## src/hw/rtl/positional_array_list_engine_unit_defines.svh

```systemverilog
// Assertion macros for the positional array list engine.
`ifndef POSITIONAL_ARRAY_LIST_ENGINE_UNIT_DEFINES_SVH
`define POSITIONAL_ARRAY_LIST_ENGINE_UNIT_DEFINES_SVH

// Property that must hold at every clock edge out of reset.
`define PALE_ALWAYS(label, cond, msg) \
    label: assert property (@(posedge clk) disable iff (!rst_n) (cond)) else $error(msg);

// Property whose consequent must hold in the cycle after the antecedent.
`define PALE_NEXT(label, ante, cons, msg) \
    label: assert property (@(posedge clk) disable iff (!rst_n) (ante) |=> (cons)) \
        else $error(msg);

`endif

```

## src/hw/rtl/pale_pkg.sv

```systemverilog
// Shared codes and constants for the positional array list engine.
`timescale 1ns / 1ps
`default_nettype none
package pale_pkg;

    localparam int DATA_W = 32;

    localparam logic [2:0] MODE_APPEND   = 3'd0;
    localparam logic [2:0] MODE_INSERT   = 3'd1;
    localparam logic [2:0] MODE_DELETE   = 3'd2;
    localparam logic [2:0] MODE_REVERSE  = 3'd3;
    localparam logic [2:0] MODE_SORT     = 3'd4;
    localparam logic [2:0] MODE_READ_ALL = 3'd5;

    localparam logic [1:0] ST_OK     = 2'd0;
    localparam logic [1:0] ST_FULL   = 2'd1;
    localparam logic [1:0] ST_EMPTY  = 2'd2;
    localparam logic [1:0] ST_BADPOS = 2'd3;

    localparam logic [3:0] CAP_RESET = 4'd8;

endpackage
`default_nettype wire

```

## src/hw/rtl/pale_ram.sv

```systemverilog
// Generic single-write, single-read RAM with registered read data.
`timescale 1ns / 1ps
`default_nettype none
module pale_ram #(
    parameter int WIDTH = 32,
    parameter int DEPTH = 8
) (
    input  wire logic                     clk,
    input  wire logic                     wr_en,
    input  wire logic [$clog2(DEPTH)-1:0] wr_addr,
    input  wire logic [WIDTH-1:0]         wr_data,
    input  wire logic                     rd_en,
    input  wire logic [$clog2(DEPTH)-1:0] rd_addr,
    output logic      [WIDTH-1:0]         rd_data
);

    logic [WIDTH-1:0] mem [DEPTH];

    always_ff @(posedge clk)
    begin
        if (wr_en)
        begin
            mem[wr_addr] <= wr_data;
        end
        // hold read data while no read is issued
        if (rd_en)
        begin
            rd_data <= mem[rd_addr];
        end
    end

endmodule
`default_nettype wire

```

## src/hw/rtl/positional_array_list_engine_unit.sv

```systemverilog
// Positional array list engine: list of signed words kept in a one-port-read RAM.
// Append writes the word straight into the store. Insert/delete move each shifted entry
// with a read and a write. Reverse swaps pairs with two reads and two writes. Sort is
// an exchange sort with a read and compare per inner step. Read all reads and sends each
// word in turn. The single RAM read port serializes all reads. One item at a time; next item enters once the last
// result sits in the output register. Reset empties the list and sets capacity to 8.
`timescale 1ns / 1ps
`default_nettype none
`include "positional_array_list_engine_unit_defines.svh"
module positional_array_list_engine_unit #(
    parameter int DEPTH = 8
) (
    input  wire logic        clk,
    input  wire logic        rst_n,
    input  wire logic        cfg_wr_en,
    input  wire logic [3:0]  cfg_wr_data,
    input  wire logic        in_valid,
    output logic             in_ready,
    input  wire logic [2:0]  mode,
    input  wire logic [31:0] value,
    input  wire logic [3:0]  position,
    output logic             out_valid,
    input  wire logic        out_ready,
    output logic [1:0]       status,
    output logic [31:0]      value_out,
    output logic [3:0]       count,
    output logic             last
);

    import pale_pkg::*;

    localparam int AW = $clog2(DEPTH);
    localparam int CW = $clog2(DEPTH + 1);
    localparam int XW = ((CW > 4) ? CW : 4) + 1;

    typedef enum logic [4:0] {
        S_IDLE, S_INS_RD, S_INS_WR, S_INS_PUT,
        S_DEL_CAP, S_DEL_SRD, S_DEL_SWR,
        S_REV_RDI, S_REV_RDJ, S_REV_WRI, S_REV_WRJ,
        S_SRT_RDI, S_SRT_CAPI, S_SRT_RDJ, S_SRT_CMP,
        S_RA_RD, S_RA_OUT, S_DONE
    } state_t;

    state_t              state_reg, state_next;
    logic [CW-1:0]       cnt_reg, cnt_next;
    logic [3:0]          cap_reg, cap_next;
    logic [CW-1:0]       idx_reg, idx_next;
    logic [CW-1:0]       jdx_reg, jdx_next;
    logic [CW-1:0]       pidx_reg, pidx_next;
    logic [DATA_W-1:0]   val_reg, val_next;
    logic [DATA_W-1:0]   tmp_reg, tmp_next;
    logic [1:0]          st_reg, st_next;
    logic [DATA_W-1:0]   vout_reg, vout_next;
    logic                out_valid_reg, out_valid_next;
    logic [1:0]          status_reg, status_next;
    logic [DATA_W-1:0]   value_out_reg, value_out_next;
    logic [3:0]          count_reg, count_next;
    logic                last_reg, last_next;

    logic                mem_we, mem_re;
    logic [AW-1:0]       mem_waddr, mem_raddr;
    logic [DATA_W-1:0]   mem_wdata, mem_rdata;

    logic                in_fire, out_free, full;
    logic [XW-1:0]       cnt_x, cap_x, eff_cap, pos_x;

    pale_ram #(
        .WIDTH (DATA_W),
        .DEPTH (DEPTH)
    ) u_store (
        .clk     (clk),
        .wr_en   (mem_we),
        .wr_addr (mem_waddr),
        .wr_data (mem_wdata),
        .rd_en   (mem_re),
        .rd_addr (mem_raddr),
        .rd_data (mem_rdata)
    );

    assign in_ready  = (state_reg == S_IDLE);
    assign in_fire   = in_valid && in_ready;
    assign out_free  = !out_valid_reg || out_ready;

    assign cnt_x   = XW'(cnt_reg);
    assign cap_x   = XW'(cap_reg);
    assign pos_x   = XW'(position);
    assign eff_cap = (cap_x > XW'(DEPTH)) ? XW'(DEPTH) : cap_x;
    assign full    = (cnt_x >= eff_cap);

    assign out_valid = out_valid_reg;
    assign status    = status_reg;
    assign value_out = value_out_reg;
    assign count     = count_reg;
    assign last      = last_reg;

    always_comb
    begin
        state_next     = state_reg;
        cnt_next       = cnt_reg;
        cap_next       = cfg_wr_en ? cfg_wr_data : cap_reg;
        idx_next       = idx_reg;
        jdx_next       = jdx_reg;
        pidx_next      = pidx_reg;
        val_next       = val_reg;
        tmp_next       = tmp_reg;
        st_next        = st_reg;
        vout_next      = vout_reg;
        out_valid_next = out_valid_reg && !out_ready;
        status_next    = status_reg;
        value_out_next = value_out_reg;
        count_next     = count_reg;
        last_next      = last_reg;
        mem_we         = 1'b0;
        mem_waddr      = idx_reg[AW-1:0];
        mem_wdata      = mem_rdata;
        mem_re         = 1'b0;
        mem_raddr      = idx_reg[AW-1:0];

        case (state_reg)
            S_IDLE:
            begin
                if (in_fire)
                begin
                    st_next    = ST_OK;
                    vout_next  = '0;
                    state_next = S_DONE;
                    case (mode)
                        MODE_APPEND:
                        begin
                            if (full)
                            begin
                                st_next = ST_FULL;
                            end
                            else
                            begin
                                mem_we    = 1'b1;
                                mem_waddr = cnt_reg[AW-1:0];
                                mem_wdata = value;
                                cnt_next  = cnt_reg + CW'(1);
                            end
                        end
                        MODE_INSERT:
                        begin
                            if (full)
                            begin
                                st_next = ST_FULL;
                            end
                            else if (position == 4'd0 || pos_x > cnt_x + XW'(1))
                            begin
                                st_next = ST_BADPOS;
                            end
                            else
                            begin
                                val_next   = value;
                                pidx_next  = CW'(pos_x - XW'(1));
                                idx_next   = cnt_reg;
                                state_next = S_INS_RD;
                            end
                        end
                        MODE_DELETE:
                        begin
                            if (cnt_reg == '0)
                            begin
                                st_next = ST_EMPTY;
                            end
                            else if (position == 4'd0 || pos_x > cnt_x)
                            begin
                                st_next = ST_BADPOS;
                            end
                            else
                            begin
                                idx_next   = CW'(pos_x - XW'(1));
                                mem_re     = 1'b1;
                                mem_raddr  = idx_next[AW-1:0];
                                state_next = S_DEL_CAP;
                            end
                        end
                        MODE_REVERSE:
                        begin
                            if (cnt_reg > CW'(1))
                            begin
                                idx_next   = '0;
                                jdx_next   = cnt_reg - CW'(1);
                                state_next = S_REV_RDI;
                            end
                        end
                        MODE_SORT:
                        begin
                            idx_next   = '0;
                            state_next = S_SRT_RDI;
                        end
                        MODE_READ_ALL:
                        begin
                            if (cnt_reg == '0)
                            begin
                                st_next = ST_EMPTY;
                            end
                            else
                            begin
                                idx_next   = '0;
                                state_next = S_RA_RD;
                            end
                        end
                        default:
                        begin
                            st_next = ST_OK;
                        end
                    endcase
                end
            end

            // shift entries up from the tail down to the insert slot
            S_INS_RD:
            begin
                if (idx_reg > pidx_reg)
                begin
                    mem_re     = 1'b1;
                    mem_raddr  = AW'(idx_reg - CW'(1));
                    state_next = S_INS_WR;
                end
                else
                begin
                    state_next = S_INS_PUT;
                end
            end
            S_INS_WR:
            begin
                mem_we     = 1'b1;
                mem_waddr  = idx_reg[AW-1:0];
                mem_wdata  = mem_rdata;
                idx_next   = idx_reg - CW'(1);
                state_next = S_INS_RD;
            end
            S_INS_PUT:
            begin
                mem_we     = 1'b1;
                mem_waddr  = pidx_reg[AW-1:0];
                mem_wdata  = val_reg;
                cnt_next   = cnt_reg + CW'(1);
                state_next = S_DONE;
            end

            // capture the deleted word, then pull later entries down
            S_DEL_CAP:
            begin
                vout_next  = mem_rdata;
                state_next = S_DEL_SRD;
            end
            S_DEL_SRD:
            begin
                if (XW'(idx_reg) + XW'(1) < cnt_x)
                begin
                    mem_re     = 1'b1;
                    mem_raddr  = AW'(idx_reg + CW'(1));
                    state_next = S_DEL_SWR;
                end
                else
                begin
                    cnt_next   = cnt_reg - CW'(1);
                    state_next = S_DONE;
                end
            end
            S_DEL_SWR:
            begin
                mem_we     = 1'b1;
                mem_waddr  = idx_reg[AW-1:0];
                mem_wdata  = mem_rdata;
                idx_next   = idx_reg + CW'(1);
                state_next = S_DEL_SRD;
            end

            S_REV_RDI:
            begin
                if (idx_reg < jdx_reg)
                begin
                    mem_re     = 1'b1;
                    mem_raddr  = idx_reg[AW-1:0];
                    state_next = S_REV_RDJ;
                end
                else
                begin
                    state_next = S_DONE;
                end
            end
            S_REV_RDJ:
            begin
                tmp_next   = mem_rdata;
                mem_re     = 1'b1;
                mem_raddr  = jdx_reg[AW-1:0];
                state_next = S_REV_WRI;
            end
            S_REV_WRI:
            begin
                mem_we     = 1'b1;
                mem_waddr  = idx_reg[AW-1:0];
                mem_wdata  = mem_rdata;
                state_next = S_REV_WRJ;
            end
            S_REV_WRJ:
            begin
                mem_we     = 1'b1;
                mem_waddr  = jdx_reg[AW-1:0];
                mem_wdata  = tmp_reg;
                idx_next   = idx_reg + CW'(1);
                jdx_next   = jdx_reg - CW'(1);
                state_next = S_REV_RDI;
            end

            // exchange sort: hold entry i in tmp_reg, write back after the inner pass
            S_SRT_RDI:
            begin
                if (idx_reg < cnt_reg)
                begin
                    mem_re     = 1'b1;
                    mem_raddr  = idx_reg[AW-1:0];
                    jdx_next   = idx_reg + CW'(1);
                    state_next = S_SRT_CAPI;
                end
                else
                begin
                    state_next = S_DONE;
                end
            end
            S_SRT_CAPI:
            begin
                tmp_next   = mem_rdata;
                state_next = S_SRT_RDJ;
            end
            S_SRT_RDJ:
            begin
                if (jdx_reg < cnt_reg)
                begin
                    mem_re     = 1'b1;
                    mem_raddr  = jdx_reg[AW-1:0];
                    state_next = S_SRT_CMP;
                end
                else
                begin
                    mem_we     = 1'b1;
                    mem_waddr  = idx_reg[AW-1:0];
                    mem_wdata  = tmp_reg;
                    idx_next   = idx_reg + CW'(1);
                    state_next = S_SRT_RDI;
                end
            end
            S_SRT_CMP:
            begin
                if ($signed(tmp_reg) > $signed(mem_rdata))
                begin
                    mem_we    = 1'b1;
                    mem_waddr = jdx_reg[AW-1:0];
                    mem_wdata = tmp_reg;
                    tmp_next  = mem_rdata;
                end
                jdx_next   = jdx_reg + CW'(1);
                state_next = S_SRT_RDJ;
            end

            S_RA_RD:
            begin
                mem_re     = 1'b1;
                mem_raddr  = idx_reg[AW-1:0];
                state_next = S_RA_OUT;
            end
            S_RA_OUT:
            begin
                if (out_free)
                begin
                    out_valid_next = 1'b1;
                    status_next    = ST_OK;
                    value_out_next = mem_rdata;
                    count_next     = cnt_x[3:0];
                    last_next      = (idx_reg + CW'(1) == cnt_reg);
                    idx_next       = idx_reg + CW'(1);
                    state_next     = (idx_reg + CW'(1) == cnt_reg) ? S_IDLE : S_RA_RD;
                end
            end

            S_DONE:
            begin
                if (out_free)
                begin
                    out_valid_next = 1'b1;
                    status_next    = st_reg;
                    value_out_next = vout_reg;
                    count_next     = cnt_x[3:0];
                    last_next      = 1'b1;
                    state_next     = S_IDLE;
                end
            end

            default:
            begin
                state_next = S_IDLE;
            end
        endcase
    end

    always_ff @(posedge clk or negedge rst_n)
    begin
        if (!rst_n)
        begin
            state_reg     <= S_IDLE;
            cnt_reg       <= '0;
            cap_reg       <= CAP_RESET;
            idx_reg       <= '0;
            jdx_reg       <= '0;
            pidx_reg      <= '0;
            val_reg       <= '0;
            tmp_reg       <= '0;
            st_reg        <= ST_OK;
            vout_reg      <= '0;
            out_valid_reg <= 1'b0;
            status_reg    <= ST_OK;
            value_out_reg <= '0;
            count_reg     <= '0;
            last_reg      <= 1'b0;
        end
        else
        begin
            state_reg     <= state_next;
            cnt_reg       <= cnt_next;
            cap_reg       <= cap_next;
            idx_reg       <= idx_next;
            jdx_reg       <= jdx_next;
            pidx_reg      <= pidx_next;
            val_reg       <= val_next;
            tmp_reg       <= tmp_next;
            st_reg        <= st_next;
            vout_reg      <= vout_next;
            out_valid_reg <= out_valid_next;
            status_reg    <= status_next;
            value_out_reg <= value_out_next;
            count_reg     <= count_next;
            last_reg      <= last_next;
        end
    end

    `PALE_ALWAYS(a_count_bound, XW'(cnt_reg) <= XW'(DEPTH), "entry count exceeds store depth")

    `PALE_ALWAYS(a_partial_only_read_all, !(out_valid_reg && !last_reg) || state_reg == S_RA_RD || state_reg == S_RA_OUT || state_reg == S_IDLE, "non-final word outside read all")

    `PALE_NEXT(a_append_grows, in_fire && mode == MODE_APPEND && !full, cnt_reg == $past(cnt_reg) + CW'(1), "append did not grow the list")

endmodule
`default_nettype wire
```

## config.mk

```make
export PLATFORM = sky130hd
export DESIGN_NAME = positional_array_list_engine_unit
export DESIGN_NICKNAME = d
export VERILOG_FILES = /design/src/hw/rtl/pale_pkg.sv /design/src/hw/rtl/pale_ram.sv /design/src/hw/rtl/positional_array_list_engine_unit.sv
export VERILOG_INCLUDE_DIRS = /design/src /design/src/hw/rtl
export SDC_FILE = /design/constraint.sdc
export NUM_CORES = 1
export LEC_CHECK = 0
export BUFFER_PORTS_ARGS = -buffer_cell sky130_fd_sc_hd__buf_2
export CAP_MARGIN = 20
export CORE_MARGIN = 2
export CORE_UTILIZATION = 30
export DETAILED_ROUTE_END_ITERATION = 6
export GPL_ROUTABILITY_DRIVEN = 1
export GPL_TIMING_DRIVEN = 0
export PLACE_DENSITY = 0.57
export SLEW_MARGIN = 20
export SYNTH_ARGS = -nofsm -noshare
export SYNTH_HDL_FRONTEND = slang
export SYNTH_HIERARCHICAL = 1
export SYNTH_SLANG_ARGS = --single-unit
```

## constraint.sdc

```tcl
create_clock -name clk -period 4.9 [get_ports clk]
set_input_delay 0.245 -clock clk [delete_from_list [all_inputs] [get_ports clk]]
set_output_delay 0.245 -clock clk [all_outputs]
set_load 0.01 [all_outputs]
```

==> out/results.ini <==
[pwr]
leakage_nw = 10.2
power.clock.fraction_pct = 16.7
ir_drop_mv = 0.343
p_comb_share_pct = 48.2
p_per_area_nw_per_um2 = 784
p_seq_share_pct = 35.1
swShare_pct = 41.5
intPower_mw = 12.1
switchingPower_mw = 8.57

[cells_and_area]
drive_gt1_share_pct = 18.6
final_cell_mix = edfxtp_1, dfrtp_1, nand2_1, a21oi_1, buf_2
regMostFlops = u_store/mem
fillers = 7134
area_growth_pct = 18.0
nets = 2039
mostFrequentLayoutCell = edfxtp_1
largest_register_ffs = 256
antenna_cells = 0
fin_util_pct = 35.6

[timing]
worstMarginPinSlew_ns = 1.08
slew_headroom_pct = 27.7
layout_min_cycle_time_ns = 4.63
fin_skew_ns = 0.0440
fmax_ghz = 0.216
rsz0062_at_grt = no
setup_viol = 0
slew_violations = 0
final.setup.tns_ns = 0
hold_viol = 0
finalCritPeriodShare_pct = 94.4

[floorplan]
die_w_um = 277
initial_core_util_pct = 30.2
ios = 89
core-area_sq_um = 74100
fp.dieH_um = 277
num_rows = 100
dieArea_sq_um = 76700

[worst_hold_path]
hold_path.class = in -> reg
min_from = out_ready

[status]
violations = DRC
outcome = finished with violations

[critical_path]
worstPathRequired_ns = 5.25
rr_startpoint = idx_reg[0]
startpoint = idx_reg[0]
start_kind = register
critPathArrivalTime_ns = 4.98
cp_slowest_cell = ha_1
path_class = reg -> reg
path_max_fanout = 10
cp-end-kind = register
path_cells = clkbuf_1 > inv_1 > ha_1 > ha_1 > nand2b_1 > a21oi_1 > nor3_2 > a21oi_1 > o32ai_1 > a221o_2 > buf_2 > mux4_2 > mux2_2
worst_path_largest_cell_delay_ns = 0.51

[synth]
synth_nets = 1838
synthArstFlopShare_pct = 36.1
ys_warn_count = 6
ys_seq_elements = 451
yosysUniqueCellTypes = 82
syn_inst = 1717
postSynthAreaPerCell_sq_um = 13.0
syn_area_sq_um = 22300
ys.flop_type = edfxtp_1
synth-edff-count = 288
ys_seq_area_share_pct = 57.0

[clock_network]
cts_tree = built
clkTransAtPathRegs_ns = 0.06
root_buffer = clkbuf_16
cts_made_buffers = 46
clkLatencyLatePin_ns = 0.62
cts_max_level = 2
clockBufferDepth = 3
cts_sinks = 451

[grt]
grt_antenna_before_repair = 0
grt_max_degree = 89
grt_pass1_wl_um = 99600
grt_pass1_vias = 15600
gr-usage-all-layers_pct = 16.9
overflow = 0

[detailed_routing]
wl_um = 65900
drcViolationCount = 5
first_pass_iters = 7
drt_iter0_drc = 1416
wl_per_cell_um = 22.5
final_antenna_net_count = 0
vias = 15700
vias_per_cell = 5.38

[flow_run]
drv_cap = 0

[place]
place_congestion = 0.913
dp_hpwl_um = 47400
port_buffers = 88

## path summary, 6_finish.rpt
check	end	depth (start not counted)	slack, ns
max in group asynchronous	val_reg[7]	3	3.75
worst min-delay path	out_valid	3	0.02
worst min register to register	val_reg[21]	1	0.50
worst max register to register	u_store/rd_data[20]	13	0.27
worst max-delay path	u_store/rd_data[20]	13	0.27
min in group asynchronous	idx_reg[3]	2	0.22
## critical path: cells and delay by family, from the launching register on
kind / cells / cell delay (ns)
buf+inv: 3 / 1.12
compound gates: 4 / 0.82
fa+ha+maj: 2 / 0.81
mux: 2 / 0.69
simple gates: 2 / 0.52
flops: 1 / 0.42
## layout make-up
type                    instances  area [sq um]  share of cell area [%]
clock buffers                  59          1260                    4.78
multi-input cells            1097          8900                    33.8
well taps                     969          1210                    4.60
inverters                      67           251                   0.954
plain buffers                 101           536                    2.03
flip-flops and latches        451         12700                    48.3
repair buffers                154          1280                    4.86
clock inverters                26           203                   0.768
## metal layers
layer | up-vias | wire [um] | GRT usage, %
met5 | - | 0 | 0
met4 | 0 | 2190 | 6.01
met3 | 126 | 3560 | 1.94
met2 | 572 | 31500 | 28.0
met1 | 8004 | 28600 | 23.0
li1 | 7043 | - | -
## power groups by stage
stage	sequential [mW]	clock [mW]	combinational, mW
final	7.26	3.45	9.97
after global routing	7.39	3.65	10.8
after CTS	7.24	3.53	9.95
after detailed placement	7.31	0	9.82
after global placement	7.30	0	9.39
after floorplan	7.01	0	6.47
## cell usage after synthesis, types with 6 or more instances
cell type	n	area (sq um)
mux2i_1	34	340
nand2_1	125	469
nor2_1	107	402
buf_2	34	170
inv_1	63	236
a221oi_1	19	166
nand4_1	10	62.6
a221o_1	10	100
dfrtp_1	162	4050
a22o_1	32	280
o21ai_1	34	170
buf_1	15	56.3
o21ai_0	68	340
a211oi_1	6	45.0
o22ai_1	26	163
buf_6	13	146
nor3_1	20	100
mux2_2	62	698
a31oi_1	40	250
xnor2_1	13	114
a21o_1	12	90.1
edfxtp_1	288	8650
nand2b_1	18	113
o31ai_1	6	45.0
ha_1	72	901
mux4_2	24	541
a21oi_1	124	621
a221oi_2	10	150
clkbuf_1	36	135
mux4_1	40	1050
o21a_1	7	52.6
nor2b_1	16	100
nand3_1	24	120
a211o_1	6	52.6
mux2_1	44	495
o211ai_1	10	75.1
## timing repair
action                                  4_1_cts  5_1_grt
setup buffers                                 6        4
hold endpoints to repair                    111        0
endpoints found under the setup margin      125       76
pin swaps                                     5        2
cloned                                        0        0
hold buffers                                 39        0
resized for setup                             1        3
## per-stage QoR
step           power, mW  cell area (sq um)  hold WS (ns)  setup WS (ns)  cells
6_report            20.7              26400        0.0186          0.273   2924
5_1_grt             21.9              26400        0.0711         0.0464   2924
4_1_cts             20.7              26300       0.00359          0.130   2920
3_5_place_dp        17.1              24400         0.271         -0.288   2791
3_3_place_gp        16.7              24000         0.465          -1.93   2774
2_1_floorplan       13.5              22400       -0.0506          0.323   1717
## kinds of logic (layout without fill, tap and decap cells)
kind of cell / Yosys count / after routing / share of synthesized area [%]
adder cells (fa/ha/maj): 73 / 73 / 4.12
AND/OR/NAND/NOR: 353 / 353 / 7.29
flip-flops: 451 / 451 / 57.0
multiplexers: 204 / 204 / 14.0
AO/OA/AOI/OAI: 452 / 452 / 13.5
buffers and inverters: 169 / 407 / 3.53
XOR/XNOR: 15 / 15 / 0.588
(Power assumes the default switching activity.)
